[src/rtl/lir_pkg.sv]
// Shared types and constants of the linear interpolation resampler.
// Depends on nothing; used by every module of the block.
package lir_pkg;

   localparam int SAMPLE_W        = 16;
   localparam int FRAC_W          = 16;
   localparam int CNT_W           = 7;
   localparam int IN_DEPTH_DEF    = 256;
   localparam int OUT_MAX_DEF     = 64;
   localparam logic [CNT_W-1:0] OUT_COUNT_RESET = 7'd64;

   typedef struct packed {
      logic signed [SAMPLE_W-1:0] sample;
      logic                       last_in;
   } req_type;

   typedef struct packed {
      logic signed [SAMPLE_W-1:0] value;
      logic                       last_out;
   } rsp_type;

endpackage

[src/rtl/lir_divider.sv]
// Restoring divider that produces one quotient bit per cycle.
// Depends on lir_pkg for the divisor width.
module lir_divider #(
   parameter int QW = 25
) (
   input  logic                      clock,
   input  logic                      reset,
   input  logic                      start,
   input  logic [QW-1:0]             dividend,
   input  logic [lir_pkg::CNT_W-1:0] divisor,
   output logic                      done,
   output logic [QW-1:0]             quotient
);

   localparam int IW = $clog2(QW + 1);

   logic [QW-1:0]               quo_ff, quo_in;
   logic [lir_pkg::CNT_W-1:0]   rem_ff, rem_in;
   logic [IW-1:0]               iter_ff, iter_in;
   logic                        busy_ff, busy_in;
   logic                        done_ff, done_in;
   logic [lir_pkg::CNT_W:0]     rem_sh;
   logic [lir_pkg::CNT_W:0]     rem_diff;
   logic                        fits;

   always_comb begin
      rem_sh   = {rem_ff, quo_ff[QW-1]};
      fits     = rem_sh >= {1'b0, divisor};
      rem_diff = rem_sh - {1'b0, divisor};
      quo_in   = quo_ff;
      rem_in   = rem_ff;
      iter_in  = iter_ff;
      busy_in  = busy_ff;
      done_in  = 1'b0;
      if (start) begin
         quo_in  = dividend;
         rem_in  = '0;
         iter_in = IW'(QW - 1);
         busy_in = 1'b1;
      end else if (busy_ff) begin
         quo_in  = {quo_ff[QW-2:0], fits};
         rem_in  = fits ? rem_diff[lir_pkg::CNT_W-1:0] : rem_sh[lir_pkg::CNT_W-1:0];
         iter_in = iter_ff - 1'b1;
         if (iter_ff == '0) begin
            busy_in = 1'b0;
            done_in = 1'b1;
         end
      end
   end

   always_ff @(posedge clock) begin
      if (reset) begin
         busy_ff <= 1'b0;
         done_ff <= 1'b0;
      end else begin
         busy_ff <= busy_in;
         done_ff <= done_in;
      end
      quo_ff  <= quo_in;
      rem_ff  <= rem_in;
      iter_ff <= iter_in;
   end

   assign done     = done_ff;
   assign quotient = quo_ff;

endmodule

[config.mk]
export PLATFORM = sky130hd
export DESIGN_NAME = lir_divider
export DESIGN_NICKNAME = d
export VERILOG_FILES = /design/src/rtl/lir_pkg.sv /design/src/rtl/lir_divider.sv
export SDC_FILE = /design/constraint.sdc
export NUM_CORES = 1
export LEC_CHECK = 0
export BUFFER_PORTS_ARGS = -buffer_cell sky130_fd_sc_hd__buf_2
export CAP_MARGIN = 20
export CORE_MARGIN = 5
export CORE_UTILIZATION = 40
export CTS_BUF_LIST = sky130_fd_sc_hd__clkbuf_8
export DETAILED_ROUTE_END_ITERATION = 8
export PLACE_DENSITY = 0.69
export SYNTH_ARGS = -nofsm -noshare
export SYNTH_HDL_FRONTEND = slang
export SYNTH_SLANG_ARGS = --single-unit
[constraint.sdc]
create_clock -name clock -period 2.1 [get_ports clock]
set_input_delay 0.21 -clock clock [delete_from_list [all_inputs] [get_ports clock]]
set_output_delay 0.21 -clock clock [all_outputs]
set_load 0.005 [all_outputs]
Word-level counts from Yosys, hierarchy flattened
Cells that the tools add are included.

Bits in registers: 39. Input bits: 35. Output and inout port bits: 26. Word-level logic and storage cells: 19.

$add $sub $neg: 2. Order comparisons: 1. Muxes and demuxes: 7. Bitwise logic cells: 1. Reductions and logical operators: 3.

Operator list (count): two-way mux 25 bit (2); greater-or-equal comparator 8 x 7 -> 1 bit (1); two-way mux 7 bit (1); subtractor 7 bit (1); zero test 5 bit (1); subtractor 5 x 1 -> 5 bit, second input constant (1); two-way mux 1 bit (4); OR reduction 3 bit (1); nonzero test 2 bit (1); NOT 1 bit (1).

Depth between registers and ports, before layout
Gate-level depths: netlist (run 1).

Word-level depth: 4. Depth in mapped cells: 9.

Least setup slack after synthesis (run 1)
OpenSTA, ideal clock, no wires.

Path type: reg2reg. Start: register quo_ff[24], in the netlist quotient[24]. End: register quo_ff[0], in the netlist quotient[0] (data pin). Library setup time: 0.260 ns. Arrival time: 1.778 ns. Required time: 1.840 ns. Slack: 0.062 ns. Stages on the path, launching flop included: 10. Path buffers: 1. Period minus slack after synthesis: 2.038 ns. Path through: edfxtp_1 > inv_1 > ha_1 > fa_1 > nor2b_1 > o22ai_2 > a31oi_4 > or2_1 > buf_6 > mux2_2.

Cells in the longest elaborated chain, start to end: 3.

RTL lines: start: declaration (line lir_divider.sv:17) `logic [QW-1:0] quo_ff, quo_in;`; start signal: assignment (line lir_divider.sv:59) `quo_ff <= quo_in;`; greater-or-equal comparator 8 x 7 -> 1 bit (line lir_divider.sv:28) `fits = rem_sh >= {1'b0, divisor};`; two-way mux 25 bit (line lir_divider.sv:40) `end else if (busy_ff) begin`; two-way mux 25 bit (line lir_divider.sv:35) `if (start) begin`; via quo_in[0] (line lir_divider.sv:17).

The timed path passes the listed nets, and every way through them passes these cells. The select of a mux whose other input is x is not followed. A chain may end at the register's enable or synchronous reset.

Final worst setup path (run 1)
Start: register quo_ff[24], in the netlist quotient[24]. End: register rem_ff[5] (netlist name).

Cells in the longest elaborated chain, start to end: 2. Elaborated cells on any way between the ends: 3.

RTL lines: subtractor 7 bit or greater-or-equal comparator 8 x 7 -> 1 bit (tied branches) (line lir_divider.sv:29, lir_divider.sv:28); two-way mux 7 bit * (line lir_divider.sv:42) `rem_in = fits ? rem_diff[lir_pkg::CNT_W-1:0] : rem_sh[lir_pkg::CNT_W-1:0];`; end signal: assignment (line lir_divider.sv:60) `rem_ff <= rem_in;`; end: declaration (line lir_divider.sv:18) `logic [lir_pkg::CNT_W-1:0] rem_ff, rem_in;`.

Mark *: on every way between the ends. The rest lies on a longest branch, timed or not.

==> results_dict.tcl, run 1 <==
set metrics [dict create \
    synth_flop_cell "edfxtp_1" \
    end_kind "flip-flop" \
    finalCriticalPeriod_ns 1.99 \
    nets 291 \
    fmax_mhz 502 \
    grt_pass1_wl_mm 6.49 \
    p_sw_share_pct 25.1 \
    cts_sinks 39 \
    synth_seq_cells 39 \
    cp.arrival_ns 2.20 \
    synth_top_area_share_pct 36.5 \
    comb_power_share_pct 18.5 \
    setup_viol 0 \
    cpMaxStageDelayCell "fa_2" \
    cts_tree "yes" \
    synthCells 176 \
    first_iter_violations 62 \
    cts.clk_slew.worst_paths_ns 0.07 \
    numCtsBuffers 5 \
    routed_via_density 4.81 \
    post-dp-hpwl_mm 3.16 \
    ctsLongestPathBuffers 2 \
    cts_max_level 2 \
    synthTopCellsByArea "edfxtp_1 (37%), mux2_2 (14%), dfxtp_1 (14%)" \
    num_antenna_cells 0 \
    drcViolationCount 0 \
    hold_viol 0 \
    synth_warnings 0 \
    clockRootBuffer "clkbuf_8" \
    gr-total-overflow 0 \
    antenna_found_initial 0 \
    die_x_um 81.7 \
    postRouteAntennaNets 0 \
    ir_drop_v 0.000536 \
    ys_top_cells_by_count "edfxtp_1 (25), mux2_2 (25), dfxtp_1 (14), nand2_1 (14), inv_1 (13)" \
    timing.final.crit_share_pct 94.8 \
    layout-drive-gt1-share_pct 44.5 \
    p_int_mw 1.29 \
    syn_area_per_cell_um2 11.7 \
    place.gp.congestion 0.770 \
    post-place-ws_ns 0.0810 \
    grt_pass1_vias 1465 \
    area_growth_pct 25.5 \
    finalPower_mw 1.72 \
    yosysSeqAreaShare_pct 50.2 \
    synth_area_leader_cell "edfxtp_1" \
    cp_cell_sequence "inv_1 > ha_2 > fa_2 > nor2b_2 > o22ai_2 > a31oi_4 > buf_4 > o221ai_1 > o211ai_1" \
    design.portCount 61 \
    port_buffers 60 \
    critPathMaxFanout 5 \
    wirelength_mm 4.18 \
    synthesis.nets 221 \
    coreArea_um2 5040 \
    slew_violations 0 \
    hold_path_class "in2reg" \
    required_ns 2.31 \
    dieArea_um2 6670 \
    grtUsageTotal_pct 12.8 \
    num-fill-cells 436 \
    outcome "complete, no violations" \
    worstMarginPinSlew_ns 0.619 \
    power_frac_clock_pct 27.2 \
    pwr-share-seq_pct 54.3 \
    power_density_nw_per_um2 667 \
    die_h_um 81.7 \
    final.setup.worst_slack_ns 0.110 \
    rows 26 \
    num_vias 1525 \
    cpPeakStageDelay_ns 0.39 \
    worst-setup-path-type "reg2reg" \
    drt-pass1-iter-count 4 \
    initial_core_util_pct 40.8 \
    syn_area_um2 2060 \
    max_slew_margin_pct 58.6 \
    wire_per_inst_um 13.2 \
    synth_cell_types 41 \
    rsz0062_at_grt "true" \
    cap_violations 0 \
    clk_latency_ns 0.28 \
    leakagePower_nw 1.09 \
    synth-edff-count 25 \
    post_cts_buffers 0 \
    startpoint_type "flip-flop" \
    power_switching_mw 0.431 \
    finClkSkew_ns 0.00285 \
    grt_max_degree 18 \
    ys_async_sr_fraction_pct 0 \
]
## cell usage in the layout (no fill, tap or decap), types with 3 or more instances in the layout
master    synthesis  final
o221ai_1          3      3
inv_1            13     14
a21oi_1           4      4
clkbuf_8          0      5
buf_4             0     10
nor3_1            4      4
buf_2             0     60
o21ai_0           3      3
edfxtp_1         25     25
dfxtp_1          14     14
mux2_2           25     25
nand2_1          14     14
nor2_1           10     10
ha_1              9      8
nand2b_1          6      6
o211ai_1          5      5
xnor2_1           3      3
## cell families after synthesis
group           after synthesis  synth area share (%)
fa+ha+maj                    10                  6.45
xor+xnor                      5                  2.13
mux                          27                  14.7
buf+inv                      21                  4.20
simple gates                 47                  11.7
compound gates               27                  10.7
flops                        39                  50.2
## final timing paths
check	start	endpoint	slack, ns	cells past startpoint
max	quotient[24]	rem_ff[5]	0.11	9
min	reset	busy_ff	0.09	2
max reg2reg	quotient[24]	rem_ff[5]	0.11	9
min reg2reg	rem_ff[6]	rem_ff[6]	0.48	2
## state kept, by name, indices dropped and copies added (netlist names)
name,cells
done,1
rem_ff,7
iter_ff,5
busy_ff,1
quotient,25
## per-layer routing
layer	track usage, %	up-vias	wire length [um]
li1	-	780	-
met1	18.7	695	2140
met2	17.0	46	1690
met3	4.50	4	290
met4	4.98	0	56
met5	0	-	0
## stage by stage
step / instances / utilization (%) / setup TNS, ns / hold slack [ns] / area (um2)
2_1_floorplan: 176 / - / 0 / 0.282 / 2060
3_3_place_gp: 309 / 49.4 / 0 / 0.388 / 2490
3_5_place_dp: 309 / 49.4 / 0 / 0.388 / 2490
4_1_cts: 317 / 50.9 / 0 / 0.0830 / 2570
5_1_grt: 317 / 51.2 / -0.0156 / 0.0859 / 2580
6_report: 317 / 51.2 / 0 / 0.0901 / 2580
## critical path: cells and delay by family (launching register included)
kind,cells,cell delay [ns]
AO/OA/AOI/OAI,4,0.64
adder cells (fa/ha/maj),2,0.58
buffers and inverters,2,0.22
flip-flops,1,0.34
AND/OR/NAND/NOR,1,0.14
## layout make-up
class,instances,area [um2],area share (%)
Sequential cell,39,1030,40.0
Multi-Input combinational cell,116,946,36.7
Clock buffer,5,68.8,2.67
Inverter,13,48.8,1.89
Clock inverter,3,11.3,0.436
Tap cell,70,87.6,3.39
Timing Repair Buffer,71,387,15.0
## power groups by stage
stage               combinational (mW)  sequential [mW]  clock, mW
floorplan                        0.179            0.952          0
global placement                 0.314            0.953          0
detailed placement               0.316            0.950          0
CTS                              0.318            0.936      0.483
global route                     0.355            0.944      0.516
finish                           0.319            0.935      0.468
## repair_timing
action                     4_1_cts  5_1_grt
hold buffers                     0        0
gates resized for setup          0        4
setup endpoints to repair        0        7
(Power assumes the default switching activity.)
==> run 2: changes to the inputs <==
--- a/config.mk
+++ b/config.mk
@@ -7,11 +7,13 @@
 export LEC_CHECK = 0
 export BUFFER_PORTS_ARGS = -buffer_cell sky130_fd_sc_hd__buf_2
 export CAP_MARGIN = 20
-export CORE_MARGIN = 5
+export CORE_MARGIN = 4
 export CORE_UTILIZATION = 40
 export CTS_BUF_LIST = sky130_fd_sc_hd__clkbuf_8
 export DETAILED_ROUTE_END_ITERATION = 8
 export PLACE_DENSITY = 0.69
+export REMOVE_ABC_BUFFERS = 1
+export SETUP_SLACK_MARGIN = 0.02
 export SYNTH_ARGS = -nofsm -noshare
 export SYNTH_HDL_FRONTEND = slang
 export SYNTH_SLANG_ARGS = --single-unit
==> run 2 against run 1 <==
Compared with the run above: global-route usage is 0.063 points lower; sequential power hardly changed; critical path depth is 1 lower; largest power group unchanged; combinational power is 3% higher; sequential cell count stayed put; power is 0.21% higher.
==> results_dict.tcl, run 2 (synthesis results as in run 1) <==
set metrics [dict create \
    final_common_cell "buf_2" \
    initial_core_util_pct 42.4 \
    drt-pass1-iter-count 4 \
    grt_pass1_vias 1421 \
    end_kind "flip-flop" \
    ctsLongestPathBuffers 2 \
    wl_met3_um 166 \
    drcViolationCount 0 \
    clockRootBuffer "clkbuf_8" \
    power_density_nw_per_um2 659 \
    dieArea_um2 6350 \
    stdcell_area_um2 2620 \
    nets 292 \
    leakagePower_nw 1.11 \
    finClkSkew_ns 0.00568 \
    finalCriticalPeriod_ns 1.97 \
    fmax_mhz 509 \
    ir_drop_v 0.000329 \
    grt_pass1_wl_mm 6.40 \
    layout-drive-gt1-share_pct 46.0 \
    final_cell_mix "buf_2 (60), mux2_2 (25), edfxtp_1 (25), inv_1 (15)" \
    grt_max_degree 26 \
    routed_via_density 4.92 \
    cts_sinks 39 \
    num-fill-cells 437 \
    cts_max_level 2 \
    num_antenna_cells 0 \
    hold_path_class "in2reg" \
    postRouteAntennaNets 0 \
    antenna_found_initial 0 \
    wire_per_inst_um 13.0 \
    area_growth_pct 27.3 \
    largest_register_ffs 25 \
    rsz0062_at_grt "false" \
    placed_cell_area_um2 2480 \
    cp.arrival_ns 2.00 \
    worstMarginPinSlew_ns 0.558 \
    coreArea_um2 4850 \
    met1_length_mm 1.84 \
    max_slew_margin_pct 62.8 \
    rows 25 \
    critPathMaxFanout 7 \
    startpoint_type "flip-flop" \
    die_h_um 79.7 \
    wl_met2_mm 2.05 \
    timing.final.crit_share_pct 93.6 \
    port_buffers 60 \
    highest_layer "met4" \
    worst-setup-path-type "reg2reg" \
    required_ns 2.13 \
    wirelength_mm 4.09 \
    clk_latency_ns 0.28 \
    finish.utilization_pct 54.0 \
    slew_violations 0 \
    gr-total-overflow 0 \
    grtUsageTotal_pct 12.7 \
    place.gp.congestion 0.829 \
    cts.clk_slew.worst_paths_ns 0.07 \
    first_iter_violations 67 \
    outcome "complete, no violations" \
    cap_violations 0 \
    hold_viol 0 \
    cts_tree "yes" \
    post-dp-hpwl_mm 3.14 \
    design.portCount 61 \
    numCtsBuffers 5 \
    setup_viol 0 \
    num_vias 1550 \
    die_x_um 79.7 \
]
run 2: worst paths after layout:
| check | from | endpoint | slack (ns) | cells past startpoint |
|---|---|---|---|---|
| worst max-delay path | quotient[24] | quotient[0] | 0.13 | 8 |
| worst min-delay path | reset | busy_ff | 0.1 | 2 |
| worst max register to register | quotient[24] | quotient[0] | 0.13 | 8 |
| worst min register to register | iter_ff[1] | iter_ff[1] | 0.50 | 2 |
run 2: area by class of cell:
class / count / area (um2) / share of cell area [%]
Multi-Input combinational cell: 116 / 977 / 37.4
Inverter: 13 / 48.8 / 1.87
Clock buffer: 5 / 68.8 / 2.63
Timing Repair Buffer: 72 / 394 / 15.1
Sequential cell: 39 / 1030 / 39.4
Tap cell: 67 / 83.8 / 3.20
Clock inverter: 3 / 12.5 / 0.478
run 2: repair_timing:
item | in CTS | in global routing
resized for setup | 2 | 7
buffers inserted | 0 | 1
pin swaps | 0 | 4
hold buffers | 0 | 0
setup endpoints to repair | 8 | 6
run 2: through the flow:
step	setup TNS, ns	hold WS (ns)	power, mW	cells	setup slack [ns]
2_1_floorplan	0	0.282	1.12	168	0.0478
3_3_place_gp	0	0.386	1.26	306	0.0715
3_5_place_dp	-0.0252	0.393	1.27	306	-0.0252
4_1_cts	0	0.0899	1.74	314	0.0618
5_1_grt	0	0.0944	1.83	315	0.0191
6_report	0	0.0965	1.73	315	0.134
run 2: critical path, cell delays in order (launching register included):
cell and delay (ns):
edfxtp_1 0.40, inv_1 0.11, ha_4 0.14, fa_2 0.23, nor2b_4 0.05, o22ai_4 0.13
a31oi_4 0.11, or2_4 0.28, mux2_2 0.27
run 2: routing by layer:
metal,global-route usage (%),vias up
li1,-,781
met1,16.5,732
met4,3.61,0
met5,0,-
met3,2.48,2
met2,21.5,35
run 2: power breakdown:
part / total [mW] / leakage [nW] / switching [mW] / internal [mW]
logic: 0.329 / 0.691 / 0.151 / 0.178
registers: 0.934 / 0.366 / 0.0368 / 0.897
clock network: 0.462 / 0.0505 / 0.239 / 0.223
total: 1.73 / 1.11 / 0.427 / 1.30
